--- config.mk ---
export PLATFORM = sky130hd
export DESIGN_NAME = rect_edge_segment_intersect_unit
export DESIGN_NICKNAME = d
export VERILOG_FILES = /design/src/hw/rtl/rese_pkg.sv /design/src/hw/rtl/rect_edge_segment_intersect_unit.sv
export SDC_FILE = /design/constraint.sdc
export NUM_CORES = 2
export LEC_CHECK = 0
export BUFFER_PORTS_ARGS = -buffer_cell sky130_fd_sc_hd__buf_2
export CORE_MARGIN = 5
export CORE_UTILIZATION = 60
export DETAILED_ROUTE_END_ITERATION = 7
export HOLD_SLACK_MARGIN = 0.05
export PLACE_DENSITY = 0.84
export SLEW_MARGIN = 20
export SYNTH_ARGS = -nofsm -noshare
export SYNTH_HDL_FRONTEND = slang
export SYNTH_SLANG_ARGS = --single-unit
export TNS_END_PERCENT = 50
--- constraint.sdc ---
create_clock -name clk -period 8.4 [get_ports clk]
set_input_delay 0.84 -clock clk [delete_from_list [all_inputs] [get_ports clk]]
set_output_delay 0.84 -clock clk [all_outputs]
set_load 0.02 [all_outputs]
--- src/hw/rtl/rese_pkg.sv ---
// ---------------------------------------------------------------------------
// rese_pkg: shared types and widths for the rectangle edge intersect unit
// Coordinate widths, derived internal widths and edge select codes.
// ---------------------------------------------------------------------------
`default_nettype none

package rese_pkg;

    // Coordinate width (Q12.4 at the default), half sizes are two bits narrower
    localparam int COORD_BITS = 16;
    localparam int HALF_BITS  = COORD_BITS - 2;

    // Internal widths: edge start, segment direction, start offset, edge length
    localparam int ES_W  = COORD_BITS + 1;
    localparam int TV_W  = COORD_BITS + 1;
    localparam int D_W   = COORD_BITS + 2;
    localparam int LEN_W = COORD_BITS;
    // Cross products and their differences, with room for a negation
    localparam int NW    = 2 * COORD_BITS + 5;

    typedef logic signed [COORD_BITS-1:0] coord_t;
    typedef logic        [HALF_BITS-1:0]  half_t;

    typedef enum logic [1:0] {
        EDGE_TOP    = 2'd0,
        EDGE_BOTTOM = 2'd1,
        EDGE_LEFT   = 2'd2,
        EDGE_RIGHT  = 2'd3
    } edge_sel_t;

endpackage

`default_nettype wire

--- src/hw/rtl/rect_edge_segment_intersect_unit.sv ---
// ---------------------------------------------------------------------------
// rect_edge_segment_intersect_unit: segment versus rectangle edge test
// Exact fixed-point crossing test of one segment against one chosen edge of
// an axis-aligned rectangle, using cross products and no division.
// ---------------------------------------------------------------------------
// Usage:
//   Drive the rectangle, the edge select and both segment endpoints and
//   raise start. A transfer happens at each rising edge with start high and
//   busy low. busy is always low: the six-stage pipeline never stalls, so a
//   new item may be issued every cycle (one item per cycle sustained).
//   done rises when the item leaves the last stage, with the result on hit
//   and parallel, for one cycle; it is taken at the edge that ends that
//   cycle. Results leave in issue order.
//   Stages: edge start and segment direction, start offset, the four cross
//   products (one multiplier each), numerator difference, sign adjust and
//   zero test, final range compares.
//   The receiver cannot hold results off, so nothing waits inside the
//   block. Reset (rst_n low) clears all stage valid bits at once; items
//   in flight are dropped and done stays low until a new item arrives.
//   parallel flags a zero denominator (degenerate edge or segment, or a
//   segment parallel to the edge); hit is then 0.
// ---------------------------------------------------------------------------
`default_nettype none

module rect_edge_segment_intersect_unit (
    input  wire logic                  clk,
    input  wire logic                  rst_n,
    input  wire logic                  start,
    output logic                       busy,
    input  wire logic [1:0]            edge_select,
    input  wire rese_pkg::coord_t      rect_center_x,
    input  wire rese_pkg::coord_t      rect_center_y,
    input  wire rese_pkg::half_t       rect_half_width,
    input  wire rese_pkg::half_t       rect_half_height,
    input  wire rese_pkg::coord_t      seg_first_x,
    input  wire rese_pkg::coord_t      seg_first_y,
    input  wire rese_pkg::coord_t      seg_second_x,
    input  wire rese_pkg::coord_t      seg_second_y,
    output logic                       done,
    output logic                       hit,
    output logic                       parallel
);

    import rese_pkg::*;

    // Valid bits, one per stage
    logic [5:0] vld_reg;
    logic [5:0] vld_next;

    // Stage 1: edge start, edge length, segment direction
    logic                    s1_horiz_reg, s1_horiz_next;
    logic signed [ES_W-1:0]  s1_esx_reg, s1_esx_next;
    logic signed [ES_W-1:0]  s1_esy_reg, s1_esy_next;
    logic signed [LEN_W-1:0] s1_len_reg, s1_len_next;
    logic signed [TV_W-1:0]  s1_tvx_reg, s1_tvx_next;
    logic signed [TV_W-1:0]  s1_tvy_reg, s1_tvy_next;
    coord_t                  s1_p2x_reg, s1_p2x_next;
    coord_t                  s1_p2y_reg, s1_p2y_next;

    // Stage 2: offset of the segment start from the edge start
    logic                    s2_horiz_reg;
    logic signed [LEN_W-1:0] s2_len_reg;
    logic signed [TV_W-1:0]  s2_tvx_reg, s2_tvy_reg;
    logic signed [D_W-1:0]   s2_dx_reg, s2_dx_next;
    logic signed [D_W-1:0]   s2_dy_reg, s2_dy_next;

    // Stage 3: raw products
    logic                    s3_horiz_reg;
    logic signed [NW-1:0]    s3_pa_reg, s3_pa_next;
    logic signed [NW-1:0]    s3_pb_reg, s3_pb_next;
    logic signed [NW-1:0]    s3_pden_reg, s3_pden_next;
    logic signed [NW-1:0]    s3_pn2_reg, s3_pn2_next;

    // Stage 4: denominator and numerators
    logic signed [NW-1:0]    s4_den_reg, s4_den_next;
    logic signed [NW-1:0]    s4_n1_reg, s4_n1_next;
    logic signed [NW-1:0]    s4_n2_reg, s4_n2_next;

    // Stage 5: sign adjusted values and zero test
    logic                    s5_par_reg, s5_par_next;
    logic signed [NW-1:0]    s5_den_reg, s5_den_next;
    logic signed [NW-1:0]    s5_n1_reg, s5_n1_next;
    logic signed [NW-1:0]    s5_n2_reg, s5_n2_next;

    // Stage 6: result
    logic                    hit_reg, hit_next;
    logic                    par_reg, par_next;

    logic signed [ES_W-1:0]  cx_ext, cy_ext, w_ext, h_ext;
    logic                    den_neg;

    // Pipeline never stalls
    assign busy = 1'b0;

    // Valid chain
    assign vld_next = {vld_reg[4:0], start};

    // Stage 1 logic
    always_comb
    begin
        cx_ext = ES_W'(rect_center_x);
        cy_ext = ES_W'(rect_center_y);
        w_ext  = signed'({{(ES_W-HALF_BITS){1'b0}}, rect_half_width});
        h_ext  = signed'({{(ES_W-HALF_BITS){1'b0}}, rect_half_height});
        s1_horiz_next = (edge_select == EDGE_TOP) || (edge_select == EDGE_BOTTOM);
        s1_esx_next = (edge_select == EDGE_RIGHT) ? (cx_ext + w_ext) : (cx_ext - w_ext);
        s1_esy_next = (edge_select == EDGE_BOTTOM) ? (cy_ext + h_ext) : (cy_ext - h_ext);
        // edge length is twice the chosen half size
        s1_len_next = s1_horiz_next ? signed'({1'b0, rect_half_width, 1'b0})
                                    : signed'({1'b0, rect_half_height, 1'b0});
        s1_tvx_next = TV_W'(seg_first_x) - TV_W'(seg_second_x);
        s1_tvy_next = TV_W'(seg_first_y) - TV_W'(seg_second_y);
        s1_p2x_next = seg_second_x;
        s1_p2y_next = seg_second_y;
    end

    // Stage 2 logic
    always_comb
    begin
        s2_dx_next = D_W'(s1_p2x_reg) - D_W'(s1_esx_reg);
        s2_dy_next = D_W'(s1_p2y_reg) - D_W'(s1_esy_reg);
    end

    // Stage 3 logic: one edge component is always zero
    always_comb
    begin
        s3_pa_next   = NW'(s2_dx_reg) * NW'(s2_tvy_reg);
        s3_pb_next   = NW'(s2_dy_reg) * NW'(s2_tvx_reg);
        s3_pden_next = NW'(s2_len_reg) * (s2_horiz_reg ? NW'(s2_tvy_reg) : NW'(s2_tvx_reg));
        s3_pn2_next  = NW'(s2_len_reg) * (s2_horiz_reg ? NW'(s2_dy_reg) : NW'(s2_dx_reg));
    end

    // Stage 4 logic: den = ev x tv, n1 = d x tv, n2 = d x ev
    always_comb
    begin
        s4_n1_next  = s3_pa_reg - s3_pb_reg;
        s4_den_next = s3_horiz_reg ? s3_pden_reg : -s3_pden_reg;
        s4_n2_next  = s3_horiz_reg ? -s3_pn2_reg : s3_pn2_reg;
    end

    // Stage 5 logic: make the denominator non-negative and flag zero
    always_comb
    begin
        den_neg     = s4_den_reg[NW-1];
        s5_par_next = (s4_den_reg == '0);
        s5_den_next = den_neg ? -s4_den_reg : s4_den_reg;
        s5_n1_next  = den_neg ? -s4_n1_reg  : s4_n1_reg;
        s5_n2_next  = den_neg ? -s4_n2_reg  : s4_n2_reg;
    end

    // Stage 6 logic: 0 <= n <= den for both numerators
    always_comb
    begin
        par_next = s5_par_reg;
        hit_next = !s5_par_reg
                   && !s5_n1_reg[NW-1] && (s5_n1_reg <= s5_den_reg)
                   && !s5_n2_reg[NW-1] && (s5_n2_reg <= s5_den_reg);
    end

    // Control registers
    always_ff @(posedge clk or negedge rst_n)
    begin
        if (!rst_n)
        begin
            vld_reg <= '0;
        end
        else
        begin
            vld_reg <= vld_next;
        end
    end

    // Payload registers
    always_ff @(posedge clk)
    begin
        s1_horiz_reg <= s1_horiz_next;
        s1_esx_reg   <= s1_esx_next;
        s1_esy_reg   <= s1_esy_next;
        s1_len_reg   <= s1_len_next;
        s1_tvx_reg   <= s1_tvx_next;
        s1_tvy_reg   <= s1_tvy_next;
        s1_p2x_reg   <= s1_p2x_next;
        s1_p2y_reg   <= s1_p2y_next;

        s2_horiz_reg <= s1_horiz_reg;
        s2_len_reg   <= s1_len_reg;
        s2_tvx_reg   <= s1_tvx_reg;
        s2_tvy_reg   <= s1_tvy_reg;
        s2_dx_reg    <= s2_dx_next;
        s2_dy_reg    <= s2_dy_next;

        s3_horiz_reg <= s2_horiz_reg;
        s3_pa_reg    <= s3_pa_next;
        s3_pb_reg    <= s3_pb_next;
        s3_pden_reg  <= s3_pden_next;
        s3_pn2_reg   <= s3_pn2_next;

        s4_den_reg   <= s4_den_next;
        s4_n1_reg    <= s4_n1_next;
        s4_n2_reg    <= s4_n2_next;

        s5_par_reg   <= s5_par_next;
        s5_den_reg   <= s5_den_next;
        s5_n1_reg    <= s5_n1_next;
        s5_n2_reg    <= s5_n2_next;

        hit_reg      <= hit_next;
        par_reg      <= par_next;
    end

    // Result ports
    assign done     = vld_reg[5];
    assign hit      = hit_reg;
    assign parallel = par_reg;

endmodule

`default_nettype wire
==> results by stage <==
Status:
- The flow ran to the end, and the final reports show no timing, DRC or antenna violations.

Setup path:
- The signal on the critical path passes through buf_4 > mux2_2 > and2_1 > fa_1 > inv_1 > fa_1 > inv_1 > fa_1 > fa_1 > fa_1 > inv_1 > fa_1 > inv_1 > ha_1 > nand2_1 > a2111o_1 > o21ai_0 > o31a_1 > a211oi_1 > o221ai_1 > o22ai_1 > xnor2_1.
- The register-to-register path setup slack is 1.02 ns.
- The critical path endpoint is s3_pden_reg[35].
- The worst setup path is launched from a flop.
- The kind of end point of the critical path is a flop.
- The family with the most delay on the worst path is adder cells.
- The setup path with the least slack is of type flop to flop.
- The worst register-to-register path begins at s2_horiz_reg.
- The capture instance of the worst register-to-register path is s3_pden_reg[35].
- For the worst setup path, the data arrival time is 7.94 ns.
- Counting buffers and inverters, the worst setup path is 22 cells deep.
- The cell count of the worst reg-to-reg path is 22.
- In this run the worst path has a maximum fanout of 20.
- The cell repeated most along the worst path is sky130_fd_sc_hd__fa_1.
- The delay of the slowest critical-path stage is 0.62 ns.
- The critical-path cell with the highest stage delay is sky130_fd_sc_hd__dfxtp_2.
- At the worst endpoint, the required time is 8.97 ns.
- The number of buffer and inverter instances along the worst setup path is 5.
- The worst setup path startpoint is s2_horiz_reg.

Cells and area:
- The share of final-layout standard cells stronger than drive strength 1 is 5.44%.
- The growth of design area from synthesis to finish is 6.60%.
- Leaving out fill and tap cells, the most frequent cells in the layout are 1496 x sky130_fd_sc_hd__inv_1, 1120 x sky130_fd_sc_hd__fa_1, 716 x sky130_fd_sc_hd__nand2_1, 604 x sky130_fd_sc_hd__ha_1, 558 x sky130_fd_sc_hd__dfxtp_1.
- The number of flip-flops under the largest register name is 37.
- The leading cell type in the layout, fill and taps excluded is sky130_fd_sc_hd__inv_1.
- The layout net count is 9043.

Route:
- The antenna violation net count after detailed routing is 0.
- The pre-antenna-repair detailed-routing pass consisted of 5 iterations.
- The DRC violations left is 0.
- In this run, the number of DRC markers left after iteration 0 of detailed routing was 3573.
- Across all layers, the routed design uses 48800 vias.
- The average detailed-routed wire length per instance is 19.1 um.
- The vias per cell is 5.58.
- The total length of routed wires is 167 mm.

Worst hold path:
- The kind of path behind the tightest hold check is input pin to flop.

Timing:
- The final count of pins violating max slew is 0.
- The setup TNS is 0 ns.
- Setup repair after global routing left no endpoint under its margin.
- The pin slew with the least headroom to its limit is 1.17 ns.
- The final-report hold violation count is 0.
- The fraction of the cycle the final worst path needs is 87.8%.
- The highest attainable clock frequency is 0.136 GHz.
- After layout, the minimum clock period comes to 7.38 ns.
- The worst slew margin relative to its limit is 22.1%.
- The worst clock skew is 0.0629 ns.
- Setup violations remaining at the end of the flow were counted as 0.

Global route:
- The via count of the first global-routing pass was 52700.
- The most congested layer reported by global routing is met2.
- The met3 track demand over resource in global routing is 5.42%.
- In the global route stage, met2 resource usage came out at 48.5%.
- After global routing the overflow that remains totals 0.
- Entering global routing, the biggest net connects 112 pins.
- The initial antenna violation count was 7.
- Global routing used 36.2% of the available met1 tracks.
- The total routing usage reported by global routing is 29.0%.
- The first global-routing pass estimated 272 mm of wire.

Run:
- The number of max-capacitance violations reported is 0.

Logic synthesis:
- The sequential share of the synthesized area is 17.2%.
- The synthesized netlist contains 80 unique library cells.
- The count of yosys warnings during synthesis is 0.
- Counting flops with an async set or reset pin after synthesis yields a share of 1.05%.
- The number of enable-type register cells in the synthesized netlist is 0.
- The average instance in the mapped netlist occupies 9.33 um^2.
- The cell area after synthesis is 0.0665 mm^2.
- The cell count after synthesis came out at 7127.
- The number of storage elements in the synthesis netlist is 569.
- When the netlist entered floorplanning its net count stood at 8980.
- The most used flip-flop cell after synthesis is sky130_fd_sc_hd__dfxtp_1.

Clocking:
- The TritonCTS clock tree is yes.
- The root buffer cell chosen for the clock tree is sky130_fd_sc_hd__clkbuf_16.
- The H-tree was split into 2 levels.
- Counting along the longest clock path gives a buffer depth of 3.
- The number of gates resized after CTS is 0.
- TritonCTS created 61 clock buffers.
- At the later pin of the worst-skew pair, clock insertion delay measures 0.70 ns.
- The number of hold buffers added after CTS was 1.
- For this design, the sink count on the clock tree is 569.
- After clock tree synthesis, the setup repair step added 0 buffers.
- The clock edge transition at the registers on the reported setup and hold paths is 0.08 ns.

Placed design:
- The final weighted congestion in routability-driven placement is 0.959.
- The post-detailed-placement half-perimeter wirelength is 135 mm.
- The number of buffers inserted by port buffering is 131.

Die:
- In this run the core area contains 122 standard-cell rows.
- The horizontal die dimension is 343 um.
- The effective utilization at floorplan is 60.3%.
- In this run the standard cell core region covers 0.110 mm^2.
- The I/O pin count is 133.
- The die covers 0.118 mm^2.
- The y dimension of the die is 343 um.
## layer usage
layer  up-vias  routed length (um)
met1     24000               63500
met2      2018               79100
met5         -                  17
li1      22200                   -
met4         2                9740
met3       539               14700
## worst register-to-register path: stages (launching register included)
cell and delay [ns]:
sky130_fd_sc_hd__dfxtp_2 0.62, sky130_fd_sc_hd__buf_4 0.35, sky130_fd_sc_hd__mux2_2 0.52, sky130_fd_sc_hd__and2_1 0.25, sky130_fd_sc_hd__fa_1 0.53, sky130_fd_sc_hd__inv_1 0.05
sky130_fd_sc_hd__fa_1 0.47, sky130_fd_sc_hd__inv_1 0.05, sky130_fd_sc_hd__fa_1 0.52, sky130_fd_sc_hd__fa_1 0.52, sky130_fd_sc_hd__fa_1 0.49, sky130_fd_sc_hd__inv_1 0.05
sky130_fd_sc_hd__fa_1 0.48, sky130_fd_sc_hd__inv_1 0.05, sky130_fd_sc_hd__ha_1 0.33, sky130_fd_sc_hd__nand2_1 0.11, sky130_fd_sc_hd__a2111o_1 0.40, sky130_fd_sc_hd__o21ai_0 0.44
sky130_fd_sc_hd__o31a_1 0.29, sky130_fd_sc_hd__a211oi_1 0.15, sky130_fd_sc_hd__o221ai_1 0.27, sky130_fd_sc_hd__o22ai_1 0.15, sky130_fd_sc_hd__xnor2_1 0.14
## metrics by stage
step / area, um^2 / worst slack [ns] / instances / hold slack (ns) / util [%]
floorplan: 66500 / 1.35 / 7127 / 0.310 / -
global route: 70900 / 0.549 / 8730 / 0.252 / 64.2
detailed placement: 68800 / 1.13 / 8614 / 0.312 / 62.4
global placement: 68800 / 1.24 / 8614 / 0.311 / 62.4
finish: 70900 / 1.02 / 8732 / 0.278 / 64.2
CTS: 70900 / 1.08 / 8730 / 0.247 / 64.2
## cell usage after synthesis, types with 6 or more instances
cell type	number	area share [%]
sky130_fd_sc_hd__nor2b_1	55	0.52
sky130_fd_sc_hd__nand2_1	716	4.0
sky130_fd_sc_hd__a211oi_1	35	0.40
sky130_fd_sc_hd__nor3b_1	9	0.10
sky130_fd_sc_hd__a21oi_1	203	1.5
sky130_fd_sc_hd__fa_1	1120	34
sky130_fd_sc_hd__o211ai_1	19	0.21
sky130_fd_sc_hd__ha_1	604	11
sky130_fd_sc_hd__inv_1	1496	8.4
sky130_fd_sc_hd__dfrtp_1	6	0.23
sky130_fd_sc_hd__a31oi_1	21	0.20
sky130_fd_sc_hd__nand3_1	57	0.43
sky130_fd_sc_hd__a2111oi_0	6	0.079
sky130_fd_sc_hd__o21a_1	39	0.44
sky130_fd_sc_hd__and3_1	32	0.30
sky130_fd_sc_hd__nor2_1	211	1.2
sky130_fd_sc_hd__nand4_1	26	0.24
sky130_fd_sc_hd__o21ai_0	158	1.2
sky130_fd_sc_hd__clkbuf_1	191	1.1
sky130_fd_sc_hd__o41ai_1	25	0.33
sky130_fd_sc_hd__a21o_1	97	1.1
sky130_fd_sc_hd__a221oi_1	9	0.12
sky130_fd_sc_hd__xor2_1	104	1.4
sky130_fd_sc_hd__mux2_2	47	0.80
sky130_fd_sc_hd__nor3_1	75	0.56
sky130_fd_sc_hd__o21bai_1	21	0.24
sky130_fd_sc_hd__a211o_1	8	0.11
sky130_fd_sc_hd__nand3b_1	11	0.12
sky130_fd_sc_hd__a21boi_0	16	0.18
sky130_fd_sc_hd__o2111ai_1	8	0.11
sky130_fd_sc_hd__or2_2	11	0.10
sky130_fd_sc_hd__dfxtp_1	563	17
sky130_fd_sc_hd__nor4_1	26	0.24
sky130_fd_sc_hd__xnor2_1	305	4.0
sky130_fd_sc_hd__o31ai_1	46	0.52
sky130_fd_sc_hd__or4_1	26	0.29
sky130_fd_sc_hd__or3_1	50	0.47
sky130_fd_sc_hd__o311ai_0	6	0.079
sky130_fd_sc_hd__buf_1	16	0.090
sky130_fd_sc_hd__and2_1	524	4.9
sky130_fd_sc_hd__nand2b_1	44	0.41
## cell type report
class                           instances  area, um^2
Inverter                             1497        5620
Tap cell                             1488        1860
Antenna cell                            2        5.00
Clock buffer                           80        1680
Fill cell                            8499       39500
Sequential cell                       569       11400
Multi-Input combinational cell       4851       48700
Clock inverter                         35         387
Timing Repair Buffer                  210        1250
## worst min-delay path by stage
stage                     slack [ns]        endpoint  cells after the start            from
final                           0.28      vld_reg[0]                      1           start
after global routing            0.25      vld_reg[0]                      1           start
after CTS                       0.25      vld_reg[0]                      1           start
after detailed placement        0.31  s2_tvx_reg[16]                      0  s1_tvx_reg[16]
after global placement          0.31  s2_tvx_reg[16]                      0  s1_tvx_reg[16]
after floorplan                 0.31    s2_horiz_reg                      0    s1_horiz_reg
## cells by family after synthesis
logic type,count (synthesis),synth area share [%]
compound gates,769,7.54
xor+xnor,409,5.39
fa+ha+maj,1724,45.1
buf+inv,1707,9.65
flops,569,17.2
mux,52,0.871
other cells,1,0.00564
simple gates,1896,14.3
Power is not shown: default switching activity piles up to over one toggle a cycle in this logic, so the estimate is an artifact.
